===== src/rtl/core/ray_sphere_closest_hit_top_macros.svh =====
// assertion helpers for the ray sphere closest hit block
`ifndef RAY_SPHERE_CLOSEST_HIT_TOP_MACROS_SVH
`define RAY_SPHERE_CLOSEST_HIT_TOP_MACROS_SVH
`ifndef ASSERT_OFF
`define RSCH_ASSERT(lbl, prop, msg) \
   lbl: assert property (@(posedge clock) disable iff (reset) (prop)) else $error(msg);
`define RSCH_ASSERT_IMPL(lbl, ante, cons, msg) \
   lbl: assert property (@(posedge clock) disable iff (reset) (ante) |-> (cons)) else $error(msg);
`else
`define RSCH_ASSERT(lbl, prop, msg)
`define RSCH_ASSERT_IMPL(lbl, ante, cons, msg)
`endif
`endif


===== src/rtl/core/rsch_pkg.sv =====
package rsch_pkg;

   localparam int COORD_BITS      = 16;
   localparam int SLOT_W          = 4;
   localparam int CNT_CFG_W       = 5;
   localparam int RAD_W           = 15;
   localparam int OC_W            = COORD_BITS + 1;
   localparam int PROD_W          = OC_W + COORD_BITS;
   localparam int HB_W            = PROD_W + 2;
   localparam int K_W             = PROD_W + 1;
   localparam int A_W             = 2 * COORD_BITS;
   localparam int R2_W            = 2 * RAD_W;
   localparam int MAG_W           = 31;
   localparam int SQ_W            = 2 * MAG_W;
   localparam int CROSS_W         = SQ_W + 2;
   localparam int AR2_W           = A_W + R2_W;
   localparam int DISC_W          = AR2_W;
   localparam int ROOT_W          = DISC_W / 2;
   localparam int NUM_W           = HB_W + 1;
   localparam int FRAC_BITS       = 16;
   localparam int DVD_W           = HB_W + FRAC_BITS;
   localparam int DIST_W          = 32;
   localparam int REQ_DATA_W      = 120;
   localparam int RSP_DATA_W      = 40;
   localparam int QUEUE_DEPTH     = 2;
   localparam int MAX_SPHERES_DEF = 16;

   typedef enum logic {
      CMD_WRITE = 1'b0,
      CMD_CAST  = 1'b1
   } rsch_cmd_type;

   typedef struct packed {
      rsch_cmd_type                  cmd;
      logic [SLOT_W-1:0]             slot;
      logic signed [COORD_BITS-1:0]  pos_x;
      logic signed [COORD_BITS-1:0]  pos_y;
      logic signed [COORD_BITS-1:0]  pos_z;
      logic signed [COORD_BITS-1:0]  dir_x;
      logic signed [COORD_BITS-1:0]  dir_y;
      logic signed [COORD_BITS-1:0]  dir_z;
      logic [RAD_W-1:0]              radius;
   } rsch_item_type;

   typedef struct packed {
      logic signed [COORD_BITS-1:0]  cx;
      logic signed [COORD_BITS-1:0]  cy;
      logic signed [COORD_BITS-1:0]  cz;
      logic [RAD_W-1:0]              rad;
   } rsch_entry_type;

   typedef enum logic [3:0] {
      ST_IDLE,
      ST_READ,
      ST_OC,
      ST_MUL,
      ST_SUM,
      ST_SQ,
      ST_CMP,
      ST_SQRT,
      ST_DIV,
      ST_NEXT,
      ST_OUT
   } rsch_state_type;

endpackage


===== src/rtl/core/rsch_front.sv =====
module rsch_front #(
   parameter int MAX_SPHERES = rsch_pkg::MAX_SPHERES_DEF
) (
   input  logic                            clock,
   input  logic                            reset,
   input  logic                            req_tvalid,
   output logic                            req_tready,
   // slot, pos_x, pos_y, pos_z, dir_x, dir_y, dir_z, sphere_radius, zero pad
   input  logic [rsch_pkg::REQ_DATA_W-1:0] req_tdata,
   // command
   input  logic                            req_tuser,
   output logic                            q_valid,
   input  logic                            q_ready,
   output rsch_pkg::rsch_item_type         q_item
);
   import rsch_pkg::*;

   rsch_item_type item_in;
   rsch_item_type hold_ff;
   logic          hold_valid_ff;
   logic          hold_valid_in;
   logic          keep;
   logic          accept;

   always_comb begin
      item_in.cmd    = rsch_cmd_type'(req_tuser);
      item_in.slot   = req_tdata[3:0];
      item_in.pos_x  = req_tdata[19:4];
      item_in.pos_y  = req_tdata[35:20];
      item_in.pos_z  = req_tdata[51:36];
      item_in.dir_x  = req_tdata[67:52];
      item_in.dir_y  = req_tdata[83:68];
      item_in.dir_z  = req_tdata[99:84];
      item_in.radius = req_tdata[114:100];
   end

   // writes beyond the table are dropped here
   assign keep       = (item_in.cmd == CMD_CAST) || (int'(item_in.slot) < MAX_SPHERES);
   assign req_tready = !hold_valid_ff || q_ready;
   assign accept     = req_tvalid && req_tready;

   always_comb begin
      hold_valid_in = hold_valid_ff && !q_ready;
      if (accept && keep) begin
         hold_valid_in = 1'b1;
      end
   end

   always_ff @(posedge clock) begin
      if (reset) begin
         hold_valid_ff <= 1'b0;
      end else begin
         hold_valid_ff <= hold_valid_in;
      end
   end

   always_ff @(posedge clock) begin
      if (accept) begin
         hold_ff <= item_in;
      end
   end

   assign q_valid = hold_valid_ff;
   assign q_item  = hold_ff;

endmodule


===== config.mk =====
export PLATFORM = sky130hd
export DESIGN_NAME = rsch_front
export DESIGN_NICKNAME = d
export VERILOG_FILES = /design/src/rtl/core/ray_sphere_closest_hit_top_macros.svh /design/src/rtl/core/rsch_pkg.sv /design/src/rtl/core/rsch_front.sv
export SDC_FILE = /design/constraint.sdc
export NUM_CORES = 1
export LEC_CHECK = 0
export BUFFER_PORTS_ARGS = -buffer_cell sky130_fd_sc_hd__buf_2
export CAP_MARGIN = 10
export CELL_PAD_IN_SITES_DETAIL_PLACEMENT = 0
export CELL_PAD_IN_SITES_GLOBAL_PLACEMENT = 1
export CORE_MARGIN = 1.5
export CORE_UTILIZATION = 35
export CTS_CLUSTER_SIZE = 30
export DETAILED_ROUTE_END_ITERATION = 10
export PLACE_DENSITY_LB_ADDON = 0.1
export SYNTH_ARGS = -nofsm -noshare
export SYNTH_HDL_FRONTEND = slang
export SYNTH_SLANG_ARGS = --single-unit

===== constraint.sdc =====
create_clock -name clock -period 3.7 [get_ports clock]
set_input_delay 0.555 -clock clock [delete_from_list [all_inputs] [get_ports clock]]
set_output_delay 0.555 -clock clock [all_outputs]
set_load 0.01 [all_outputs]

==> metrics.txt <==
critical path arrival 1.99 ns; ant diodes 0; Worst-path clk slew 0.05 ns; leakage power 2.39 nW; grt total ovfl 0; Post-synth EDFFs 116; initial detailed-routing violation count 87; Setup Crit Path Kind register to register; Rel. slew slack 0.504; Max rail drop VDD ~0.30 mV; FF+latch count, synth 117; Synth Net Count 246; initial antenna violation count 0; number of synthesis warnings 0; worst slack at placement 1.53 ns; most common cell in the netlist edfxtp_1; Final Core Density 0.567; IO Pins 243; Inserted Clock Buffers 17; Storage cell area 0.00350 sq mm; Syn Area/Cell about 29 sq um; DRC Markers 0; Layout Cells excl Fill 524; register area share after synthesis 0.990; fin crit share 0.493; gr usage total 0.148; layout cells sized above 1 0.691; CTS resizes 0; Port-buffer cells 237; wire length per cell between 10 and 15 microns; critical path launch point type register; Final #Nets around 500; Peak Freq 549 MHz; clk sinks between 100 and 150; synthesized area 0.00354 sq mm; final setup vio count 0; synth-to-layout area growth 56.5%; hold-fix buffer count after cts 0; Max Cap Viol 0; drt first pass iters 4; Hold Path Class input port to register; first-pass GRT wire length 11.5 mm; area of the multi-input gates 31.3 sq um; die area 0.0107 sq mm; largest net degree at the start of global routing a little over 60; DP HPWL 5.55 mm; Slew Limit Fails 0; CTS root buf clkbuf_8; row cnt 36; # placed instances slightly below 500; clock skew 0.00519 ns; Post-Syn Instances 121; setup TNS 0 ns; Netlist cell types 6; Die Span Y 104 microns; area of the core approximately 0.0098 sq mm; Post-CTS Setup Inserts 0; drt via density roughly 4.1; fin worst setup slack 1.88 ns; Yosys top cell area share 0.984; status finished, final reports clean; antenna-violating nets left 0; ys flop type edfxtp_1; Placer Congestion ~0.74; fraction of registers with async set/reset 0; power per cell area ~630 mW/mm^2; CP endpoint kind register; biggest area consumer among synthesized cells edfxtp_1; wirelength, routed 7.65 mm; Tmin final 1.82 ns; Die Wd 104 microns; RSZ-0062 raised after global routing no; final hold slack 0.211 ns; Max Fanout on Critical Path 61; clk_lat worst skew 0.50 ns; CTS max path bufs 2; Worst Tran Pin Value 0.744 ns; # fillers 804; CTS tree yes; H-Tree Depth 4; Fin. Hold Viols 0; Via Count ~2,100; Required @ worst endpoint 3.87 ns; initial cell density of the core 0.362; largest cells by area after synthesis edfxtp_1, dfxtp_1, nand2b_4; vias in the first global route 2,166
[cells in the final DEF, fill, tap and decap left out]
cell / count
and2_4: 1
clkbuf_1: 1
nand2b_4: 1
clkinvlp_4: 2
buf_2: 237
clkinv_4: 3
inv_1: 1
dfxtp_1: 1
bufinv_16: 5
clkinv_1: 2
clkbuf_16: 16
clkbuf_8: 1
clkinv_2: 2
a21oi_2: 1
buf_12: 1
edfxtp_1: 116
[power breakdown]
part	total [mW]	switching (mW)	leakage (nW)	internal, mW
clock network	1.70	0.545	0.300	1.15
logic	0.211	0.115	0.960	0.0954
registers	1.57	0.0156	1.13	1.55
[metrics by stage]
stage	power, mW	instance area, sq um
floorplan	1.67	3540
finish	3.48	5540
CTS	3.52	5540
global placement	1.81	4910
global route	3.60	5540
detailed placement	1.81	4910
[cell type report]
type,instances,area share
Clock buffer,18,0.0755
Clock inverter,14,0.0377
Inverter,1,0.000678
Multi-Input combinational cell,3,0.00565
Sequential cell,117,0.633
Tap cell,133,0.0300
Timing Repair Buffer,238,0.218
[critical path, stage by stage, from the launching register on]
cell	delay, ns
dfxtp_1	0.33
nand2b_4	0.08
and2_4	0.62
buf_12	0.37
[registers in the layout, indices dropped and copies added, names as in the netlist]
name     flops
q_valid      1
q_item     116
[logic make-up after synthesis]
group | after synthesis | share of synthesized area
buffers and inverters | 1 | 0.00106
AND/OR/NAND/NOR | 2 | 0.00636
AO/OA/AOI/OAI | 1 | 0.00248
flip-flops | 117 | 0.990
[worst paths after layout]
kind           start          to  slack, ns  depth (start not counted)
max reg2reg  q_valid  q_item[18]       1.88                          3
min reg2reg  q_valid     q_valid       0.50                          2
max          q_valid  q_item[18]       1.88                          3
min            reset     q_valid       0.21                          2
[layer usage]
layer	GRT usage	vias up	part of all wire
met3	0.0799	10	0.11
met1	0.153	969	0.36
met2	0.242	136	0.51
met4	0.0794	0	0.018
met5	0	-	0
li1	-	1013	-
No activity file was read; power rests on OpenSTA's default activity.
