<file path="config.mk">
export PLATFORM = sky130hd
export DESIGN_NAME = rsch_queue
export DESIGN_NICKNAME = d
export VERILOG_FILES = /design/src/rtl/core/rsch_pkg.sv /design/src/rtl/core/rsch_queue.sv
export VERILOG_INCLUDE_DIRS = /design/src /design/src/rtl/core
export SDC_FILE = /design/constraint.sdc
export NUM_CORES = 1
export LEC_CHECK = 0
export ABC_AREA = 1
export BUFFER_PORTS_ARGS = -buffer_cell sky130_fd_sc_hd__buf_2
export CAP_MARGIN = 20
export CORE_ASPECT_RATIO = 1.2
export CORE_UTILIZATION = 52
export DETAILED_ROUTE_END_ITERATION = 16
export MAX_ROUTING_LAYER = met4
export PLACE_DENSITY = 0.87
export SLEW_MARGIN = 20
export SYNTH_ARGS = -nofsm -noshare
export SYNTH_HDL_FRONTEND = slang
export SYNTH_SLANG_ARGS = --single-unit
</file>
<file path="constraint.sdc">
create_clock -name clock -period 8 [get_ports clock]
set_input_delay 1.2 -clock clock [delete_from_list [all_inputs] [get_ports clock]]
set_output_delay 1.2 -clock clock [all_outputs]
set_load 0.05 [all_outputs]
</file>
<file path="src/rtl/core/ray_sphere_closest_hit_top_macros.svh">
// assertion helpers for the ray sphere closest hit block
`ifndef RAY_SPHERE_CLOSEST_HIT_TOP_MACROS_SVH
`define RAY_SPHERE_CLOSEST_HIT_TOP_MACROS_SVH
`ifndef ASSERT_OFF
`define RSCH_ASSERT(lbl, prop, msg) \
   lbl: assert property (@(posedge clock) disable iff (reset) (prop)) else $error(msg);
`define RSCH_ASSERT_IMPL(lbl, ante, cons, msg) \
   lbl: assert property (@(posedge clock) disable iff (reset) (ante) |-> (cons)) else $error(msg);
`else
`define RSCH_ASSERT(lbl, prop, msg)
`define RSCH_ASSERT_IMPL(lbl, ante, cons, msg)
`endif
`endif

</file>
<file path="src/rtl/core/rsch_pkg.sv">
package rsch_pkg;

   localparam int COORD_BITS      = 16;
   localparam int SLOT_W          = 4;
   localparam int CNT_CFG_W       = 5;
   localparam int RAD_W           = 15;
   localparam int OC_W            = COORD_BITS + 1;
   localparam int PROD_W          = OC_W + COORD_BITS;
   localparam int HB_W            = PROD_W + 2;
   localparam int K_W             = PROD_W + 1;
   localparam int A_W             = 2 * COORD_BITS;
   localparam int R2_W            = 2 * RAD_W;
   localparam int MAG_W           = 31;
   localparam int SQ_W            = 2 * MAG_W;
   localparam int CROSS_W         = SQ_W + 2;
   localparam int AR2_W           = A_W + R2_W;
   localparam int DISC_W          = AR2_W;
   localparam int ROOT_W          = DISC_W / 2;
   localparam int NUM_W           = HB_W + 1;
   localparam int FRAC_BITS       = 16;
   localparam int DVD_W           = HB_W + FRAC_BITS;
   localparam int DIST_W          = 32;
   localparam int REQ_DATA_W      = 120;
   localparam int RSP_DATA_W      = 40;
   localparam int QUEUE_DEPTH     = 2;
   localparam int MAX_SPHERES_DEF = 16;

   typedef enum logic {
      CMD_WRITE = 1'b0,
      CMD_CAST  = 1'b1
   } rsch_cmd_type;

   typedef struct packed {
      rsch_cmd_type                  cmd;
      logic [SLOT_W-1:0]             slot;
      logic signed [COORD_BITS-1:0]  pos_x;
      logic signed [COORD_BITS-1:0]  pos_y;
      logic signed [COORD_BITS-1:0]  pos_z;
      logic signed [COORD_BITS-1:0]  dir_x;
      logic signed [COORD_BITS-1:0]  dir_y;
      logic signed [COORD_BITS-1:0]  dir_z;
      logic [RAD_W-1:0]              radius;
   } rsch_item_type;

   typedef struct packed {
      logic signed [COORD_BITS-1:0]  cx;
      logic signed [COORD_BITS-1:0]  cy;
      logic signed [COORD_BITS-1:0]  cz;
      logic [RAD_W-1:0]              rad;
   } rsch_entry_type;

   typedef enum logic [3:0] {
      ST_IDLE,
      ST_READ,
      ST_OC,
      ST_MUL,
      ST_SUM,
      ST_SQ,
      ST_CMP,
      ST_SQRT,
      ST_DIV,
      ST_NEXT,
      ST_OUT
   } rsch_state_type;

endpackage

</file>
<file path="src/rtl/core/rsch_queue.sv">
`include "ray_sphere_closest_hit_top_macros.svh"
module rsch_queue (
   input  logic                    clock,
   input  logic                    reset,
   input  logic                    in_valid,
   output logic                    in_ready,
   input  rsch_pkg::rsch_item_type in_item,
   output logic                    out_valid,
   input  logic                    out_ready,
   output rsch_pkg::rsch_item_type out_item
);
   import rsch_pkg::*;

   localparam int PTR_W = $clog2(QUEUE_DEPTH);
   localparam int FILL_W = $clog2(QUEUE_DEPTH + 1);

   rsch_item_type     mem_ff [QUEUE_DEPTH];
   logic [PTR_W-1:0]  wr_ptr_ff;
   logic [PTR_W-1:0]  rd_ptr_ff;
   logic [FILL_W-1:0] fill_ff;
   logic [FILL_W-1:0] fill_in;
   logic              push;
   logic              pop;

   assign in_ready  = (fill_ff != FILL_W'(QUEUE_DEPTH));
   assign out_valid = (fill_ff != '0);
   assign push      = in_valid && in_ready;
   assign pop       = out_valid && out_ready;
   assign out_item  = mem_ff[rd_ptr_ff];

   always_comb begin
      fill_in = fill_ff;
      case ({push, pop})
         2'b10:   fill_in = fill_ff + 1'b1;
         2'b01:   fill_in = fill_ff - 1'b1;
         default: fill_in = fill_ff;
      endcase
   end

   always_ff @(posedge clock) begin
      if (reset) begin
         wr_ptr_ff <= '0;
         rd_ptr_ff <= '0;
         fill_ff   <= '0;
      end else begin
         fill_ff <= fill_in;
         if (push) begin
            wr_ptr_ff <= wr_ptr_ff + 1'b1;
         end
         if (pop) begin
            rd_ptr_ff <= rd_ptr_ff + 1'b1;
         end
      end
   end

   always_ff @(posedge clock) begin
      if (push) begin
         mem_ff[wr_ptr_ff] <= in_item;
      end
   end

   `RSCH_ASSERT(a_queue_fill_bound, fill_ff <= FILL_W'(QUEUE_DEPTH), "queue overfilled")

endmodule

</file>
==> results of run 1 <==
placed cells by master (no fill, tap or decap):
cell type and count:
buf_4 4, mux2_4 40, clkinv_1 5, dfxtp_1 4
nor2_4 2, mux2_2 76, a21oi_1 2, ha_1 1
buf_6 1, clkbuf_1 7, nand4_1 1, buf_2 237
nor2_1 8, nand2_1 8, o21ai_0 3, clkbuf_16 23
edfxtp_1 232, dfxtp_4 1, clkinv_2 4, diode_2 4
inv_1 8
registers in the layout (all words and copies together), names as in the netlist, named ones only:
register,count
rd_ptr_ff,1
fill_ff,2
mem_ff,232
wr_ptr_ff,1
per-stage QoR:
stage | hold WS [ps] | worst slack, ps | std cells | util [%]
floorplan | 465 | 1260 | 399 | -
global placement | 482 | 4450 | 840 | 62.3
detailed placement | 513 | 4390 | 840 | 62.3
CTS | 521 | 3860 | 879 | 66.2
global route | 545 | 4020 | 883 | 66.3
finish | 527 | 4170 | 883 | 66.3
worst paths after layout:
path / start / to / slack, ps / depth (start not counted)
max: flip-flop / out_item[17] / 4170 / 3
min: fill_ff[1]$_SDFFE_PP0P_ / fill_ff[1]$_SDFFE_PP0P_ / 530 / 2
max reg2reg: fill_ff[0]$_SDFFE_PP0P_ / mem_ff[1][17]$_DFFE_PP_ / 5350 / 6
min reg2reg: fill_ff[1]$_SDFFE_PP0P_ / fill_ff[1]$_SDFFE_PP0P_ / 530 / 2
cell families (layout without fill, tap and decap cells):
| kind of cell | after synthesis | count (layout) | share of synthesized area [%] |
|---|---|---|---|
| flip-flops | 237 | 237 | 80.6 |
| multiplexers | 116 | 116 | 16.6 |
| buffers and inverters | 21 | 289 | 1.51 |
| AND/OR/NAND/NOR | 19 | 19 | 0.842 |
| AO/OA/AOI/OAI | 5 | 5 | 0.285 |
| adder cells (fa/ha/maj) | 1 | 1 | 0.143 |
| other | 0 | 4 | 0 |
layer usage:
metal | vias up | global-route usage (%)
met5 | - | -
met4 | 0 | 7.41
met3 | 40 | 4.73
met2 | 193 | 31.6
met1 | 2122 | 20.2
li1 | 2083 | -
final cells by class:
| cell class | instances | share of cell area (%) |
|---|---|---|
| Tap cell | 212 | 2.45 |
| Timing Repair Buffer | 242 | 11.3 |
| Inverter | 8 | 0.277 |
| Antenna cell | 4 | 0.0925 |
| Multi-Input combinational cell | 141 | 14.6 |
| Clock buffer | 30 | 5.56 |
| Sequential cell | 237 | 65.3 |
| Clock inverter | 9 | 0.358 |
worst max-delay path, delay by kind of cell, from the launching register on:
family / cells / cell delay [ps]
buffers and inverters: 2 / 870
flip-flops: 1 / 720
multiplexers: 1 / 420
power groups by stage:
stage | sequential (uW) | combinational [uW] | clock (uW)
final | 1570 | 978 | 927
after global routing | 1590 | 1020 | 992
after CTS | 1580 | 989 | 951
after detailed placement | 1600 | 987 | 0
after global placement | 1590 | 971 | 0
after floorplan | 1590 | 814 | 0
==> flow_summary.yaml, run 1 <==
yosys:
  synth_area_per_cell_um2: 22.0
  synth_largest_area_cell: "edfxtp_1"
  seq_area_frac_synth_pct: 80.6
  yosysWarnings: 0
  synth_cell_type_count: 13
  syn_area_um2: 8770
  synth_fp_nets: 520
  synth-async-reset-ratio_pct: 0
  ys_seq_elements: 237
  synth_most_common_cell: "edfxtp_1"
  synthCells: 399
  synth-edff-count: 232
  synth_top_area_share_pct: 79.5
  synthFlopType: "edfxtp_1"
  synth_area_leaders: "edfxtp_1, mux2_2, mux2_4"
  synth_commonest_cells: "edfxtp_1, mux2_2, mux2_4"
layout:
  seq_area_um2: 7070
  drive_gt1_share_pct: 58.2
  syn_to_final_growth_pct: 23.5
  final_cell_area_um2: 10800
  multi_input_area_um2: 1580
  nNetsFinal: 773
  fillCellCount: 1116
timing:
  hold_viol: 0
  worstMarginPinSlew_ps: 852
  tns_ps: 0
  fin_crit_sh_pct: 47.9
  setup_viol: 0
  skew_ps: 8.41
  fmax_mhz: 261
  fin_crit_ps: 3830
  maxSlewViolCount: 0
  slew_headroom_pct: 43.2
  rsz0062_at_grt: "no"
worst_setup_path:
  critical_path.startpoint_type: "flip-flop"
  critPathKind: "flip-flop to output port"
  end_kind: "output port"
  cp.required_ps: 6800
  cpPeakStageDelay_ps: 720
  path_cells: "buf_6 -> mux2_2 -> buf_2"
  cp_max_fo: 73
  cp_slowest_cell: "dfxtp_4"
  critical_path_arrival_ps: 2630
cts:
  cts-htree-levels: 1
  clk_pin_slew_ps: 60
  cts_tree: "built"
  clock_latency_ps: 490
  cts_buffers: 22
  cts_resized: 0
  clock-root-buffer: "clkbuf_16"
  postCtsHoldBufs: 0
  cts_max_path_buffers: 3
  cts_setup_buffers: 0
  clock_sink_count: 237
floorplanning:
  die_h_um: 144
  die_area_um2: 17400
  start_util_pct: 53.7
  ios: 238
  core-area_um2: 16300
  rows: 51
  die_w_um: 121
routing:
  wl_per_cell_um: 17.9
  drt_iter0_markers: 293
  met2WireLength_mm: 8.24
  final_antenna_net_count: 0
  drt-met1-wl_mm: 5.82
  wl_met3_mm: 1.24
  drc: 0
  vias_per_cell: 5.03
  dr.max_layer_used: "met4"
  routed_wl_mm: 15.8
  drtPass1Iterations: 4
  vias: 4438
power:
  p_switching_uw: 1150
  power.internal_uw: 2330
  clkPwrFrac_pct: 26.6
  power_uw: 3480
  p_sw_share_pct: 33.1
  seq_power_share_pct: 45.2
  powerDensity_nw_per_um2: 321
  leakage_uw: 0.00414
  combPwrFrac_pct: 28.1
  ir_worst_vdd_v: 0.000282
global_routing:
  grt-ovfl-total: 0
  grt_max_degree: 74
  antenna_found_initial: 4
  grt_usage_pct: 18.3
  grt_pass1_vias: 4599
  grt_pass1_wl_mm: 23.4
placement:
  gp_congestion: 0.768
  hpwl_mm: 10.9
  io_buffers: 237
  placed_area_um2: 10200
flow_run:
  cap_violations: 0
run_status:
  outcome: "completed"
hold_path:
  hp-class: "flip-flop to flip-flop"
No activity file was read; power rests on OpenSTA's default activity.
==> run 2: changes to the inputs <==
- ABC_AREA: 1 -> 0
- clock period: 8 -> 3.9 ns (I/O delays scaled with it)
==> flow_summary.yaml, run 2 <==
global_routing:
  grt-ovfl-total: 0
  antenna_found_initial: 0
  grt_util_met1_pct: 19.9
  grt_busiest_layer: "met2"
  grt_usage_pct: 18.1
  met2_usage_pct: 32.8
  grtUsageMet3_pct: 3.35
  grt_pass1_wl_mm: 23.0
  grt_pass1_vias: 4652
  grt_max_degree: 58
timing:
  setup_viol: 0
  whs_ps: 283
  worstMarginPinSlew_ps: 509
  fin_crit_sh_pct: 71.0
  fin_crit_ps: 2770
  layout_setup_ws_ps: 1130
  rsz0062_at_grt: "no"
  skew_ps: 7.31
  hold_viol: 0
  tns_ps: 0
  maxSlewViolCount: 0
  slew_headroom_pct: 66.0
  fmax_mhz: 361
layout:
  top_register: "mem_ff"
  n_antenna_cell: 0
  largest_reg_flops: 232
  fillCellCount: 1083
  layout_commonest_cell: "buf_2"
  syn_to_final_growth_pct: 24.6
  top_regs: "mem_ff (232), fill_ff (2)"
  drive_gt1_share_pct: 60.1
  nNetsFinal: 760
  final_cell_mix: "buf_2, edfxtp_1, mux2_2"
floorplanning:
  die_w_um: 119
  die_area_um2: 17000
  ios: 238
  die_h_um: 143
  start_util_pct: 53.0
  rows: 51
  core-area_um2: 16200
yosys:
  synth-async-reset-ratio_pct: 0
  synth_cell_type_count: 20
  synthAdderAreaFrac_pct: 0.146
  yosysWarnings: 0
  synth_top_area_share_pct: 81.1
  seq_area_frac_synth_pct: 82.2
  synth_fp_nets: 506
  synthMuxAreaShare_pct: 15.2
  synth_largest_area_cell: "edfxtp_1"
  synthCells: 385
  synth_top_family_by_area: "multiplexers"
  synth_area_per_cell_um2: 22.3
  synth_area_leaders: "edfxtp_1, mux2_2, dfxtp_1"
  synth-edff-count: 232
  synth_compound_area_share_pct: 0.379
  synthXorXnorAreaFrac_pct: 0.306
  yosys.area_share.simple_pct: 0.553
  synth_most_common_cell: "edfxtp_1"
  ys_seq_elements: 237
  syn_area_um2: 8590
  synth_commonest_cells: "edfxtp_1, mux2_2, buf_2"
  synthFlopType: "edfxtp_1"
cts:
  cts_resized: 0
  postCtsHoldBufs: 0
  clock_latency_ps: 480
  clock-root-buffer: "clkbuf_16"
  clock_sink_count: 237
  cts_tree: "built"
  cts-htree-levels: 1
  cts_max_path_buffers: 3
  clk_pin_slew_ps: 60
  cts_setup_buffers: 0
  cts_buffers: 22
routing:
  wl_per_cell_um: 17.6
  routed_wl_mm: 15.3
  drtPass1Iterations: 5
  drt_iter0_markers: 198
  final_antenna_net_count: 0
  vias: 4372
  vias_per_cell: 5.05
  drc: 0
worst_setup_path:
  cpPeakStageDelay_ps: 550
  crit_family: "buffers and inverters"
  critical_path_arrival_ps: 2190
  end_kind: "output port"
  critPathKind: "flip-flop to output port"
  cp_slowest_cell: "dfxtp_4"
  critical_path.startpoint_type: "flip-flop"
  cp_max_fo: 39
  crit_buf_inv: 2
  path_cells: "buf_4 -> mux2_2 -> buf_2"
  cp.required_ps: 3310
placement:
  hpwl_mm: 10.4
  io_buffers: 237
  pre_cts_slack_ps: 1640
  gp_congestion: 0.761
hold_path:
  hp-class: "input port to flip-flop"
power:
  ir_worst_vdd_v: 0.000752
  powerDensity_nw_per_um2: 777
  leakage_uw: 0.00398
run_status:
  outcome: "completed"
flow_run:
  cap_violations: 0
-- run 2: final cells by class --
cell class | instances | area [um^2] | area share (%)
clock inverters | 7 | 33.8 | 0.316
repair buffers | 243 | 1270 | 11.9
multi-input cells | 134 | 1430 | 13.4
clock buffers | 32 | 629 | 5.88
inverters | 1 | 6.26 | 0.0584
flip-flops and latches | 237 | 7070 | 66.1
well taps | 212 | 265 | 2.48
-- run 2: path summary, 6_finish.rpt --
kind                           start                       end  slack [ps]  depth (start not counted)
max reg2reg  fill_ff[0]$_SDFFE_PP0P_   mem_ff[1][81]$_DFFE_PP_        1880                          3
min reg2reg  fill_ff[1]$_SDFFE_PP0P_   fill_ff[1]$_SDFFE_PP0P_         530                          2
min                     in_item[100]  mem_ff[0][100]$_DFFE_PP_         280                          1
max                        flip-flop              out_item[97]        1130                          3
-- run 2: per-stage QoR --
| stage | cells | instance area, um^2 | total power, uW | util, % |
|---|---|---|---|---|
| after floorplan | 385 | 8590 | 5830 | - |
| after global placement | 827 | 10000 | 6380 | 62.0 |
| after detailed placement | 827 | 10000 | 6450 | 62.0 |
| after CTS | 866 | 10700 | 8400 | 66.0 |
| after global routing | 866 | 10700 | 8610 | 66.0 |
| final | 866 | 10700 | 8320 | 66.0 |
-- run 2: logic make-up after synthesis --
logic type,after synthesis
AOI/OAI and AO/OA,5
xor gates and xnor gates,3
adders and majority gates,1
buffers and inverters,14
DFF,237
muxes,116
and+or+nand+nor,9
-- run 2: worst reg2reg max path, cell delays in order, from the launching register on --
cell	delay (ps)
dfxtp_1	410
nand2b_1	240
and3_4	560
buf_4	460
-- run 2: layer usage --
layer  wire [um]  up-vias
li1            -     2039
met3         885       33
met2        8210      179
met5           0        -
met1        5750     2121
met4         432        0
-- run 2: power by group --
part	switching [uW]	total (uW)	internal, uW
Combinational	2210	3040	838
Clock	817	1930	1120
Sequential	123	3340	3210
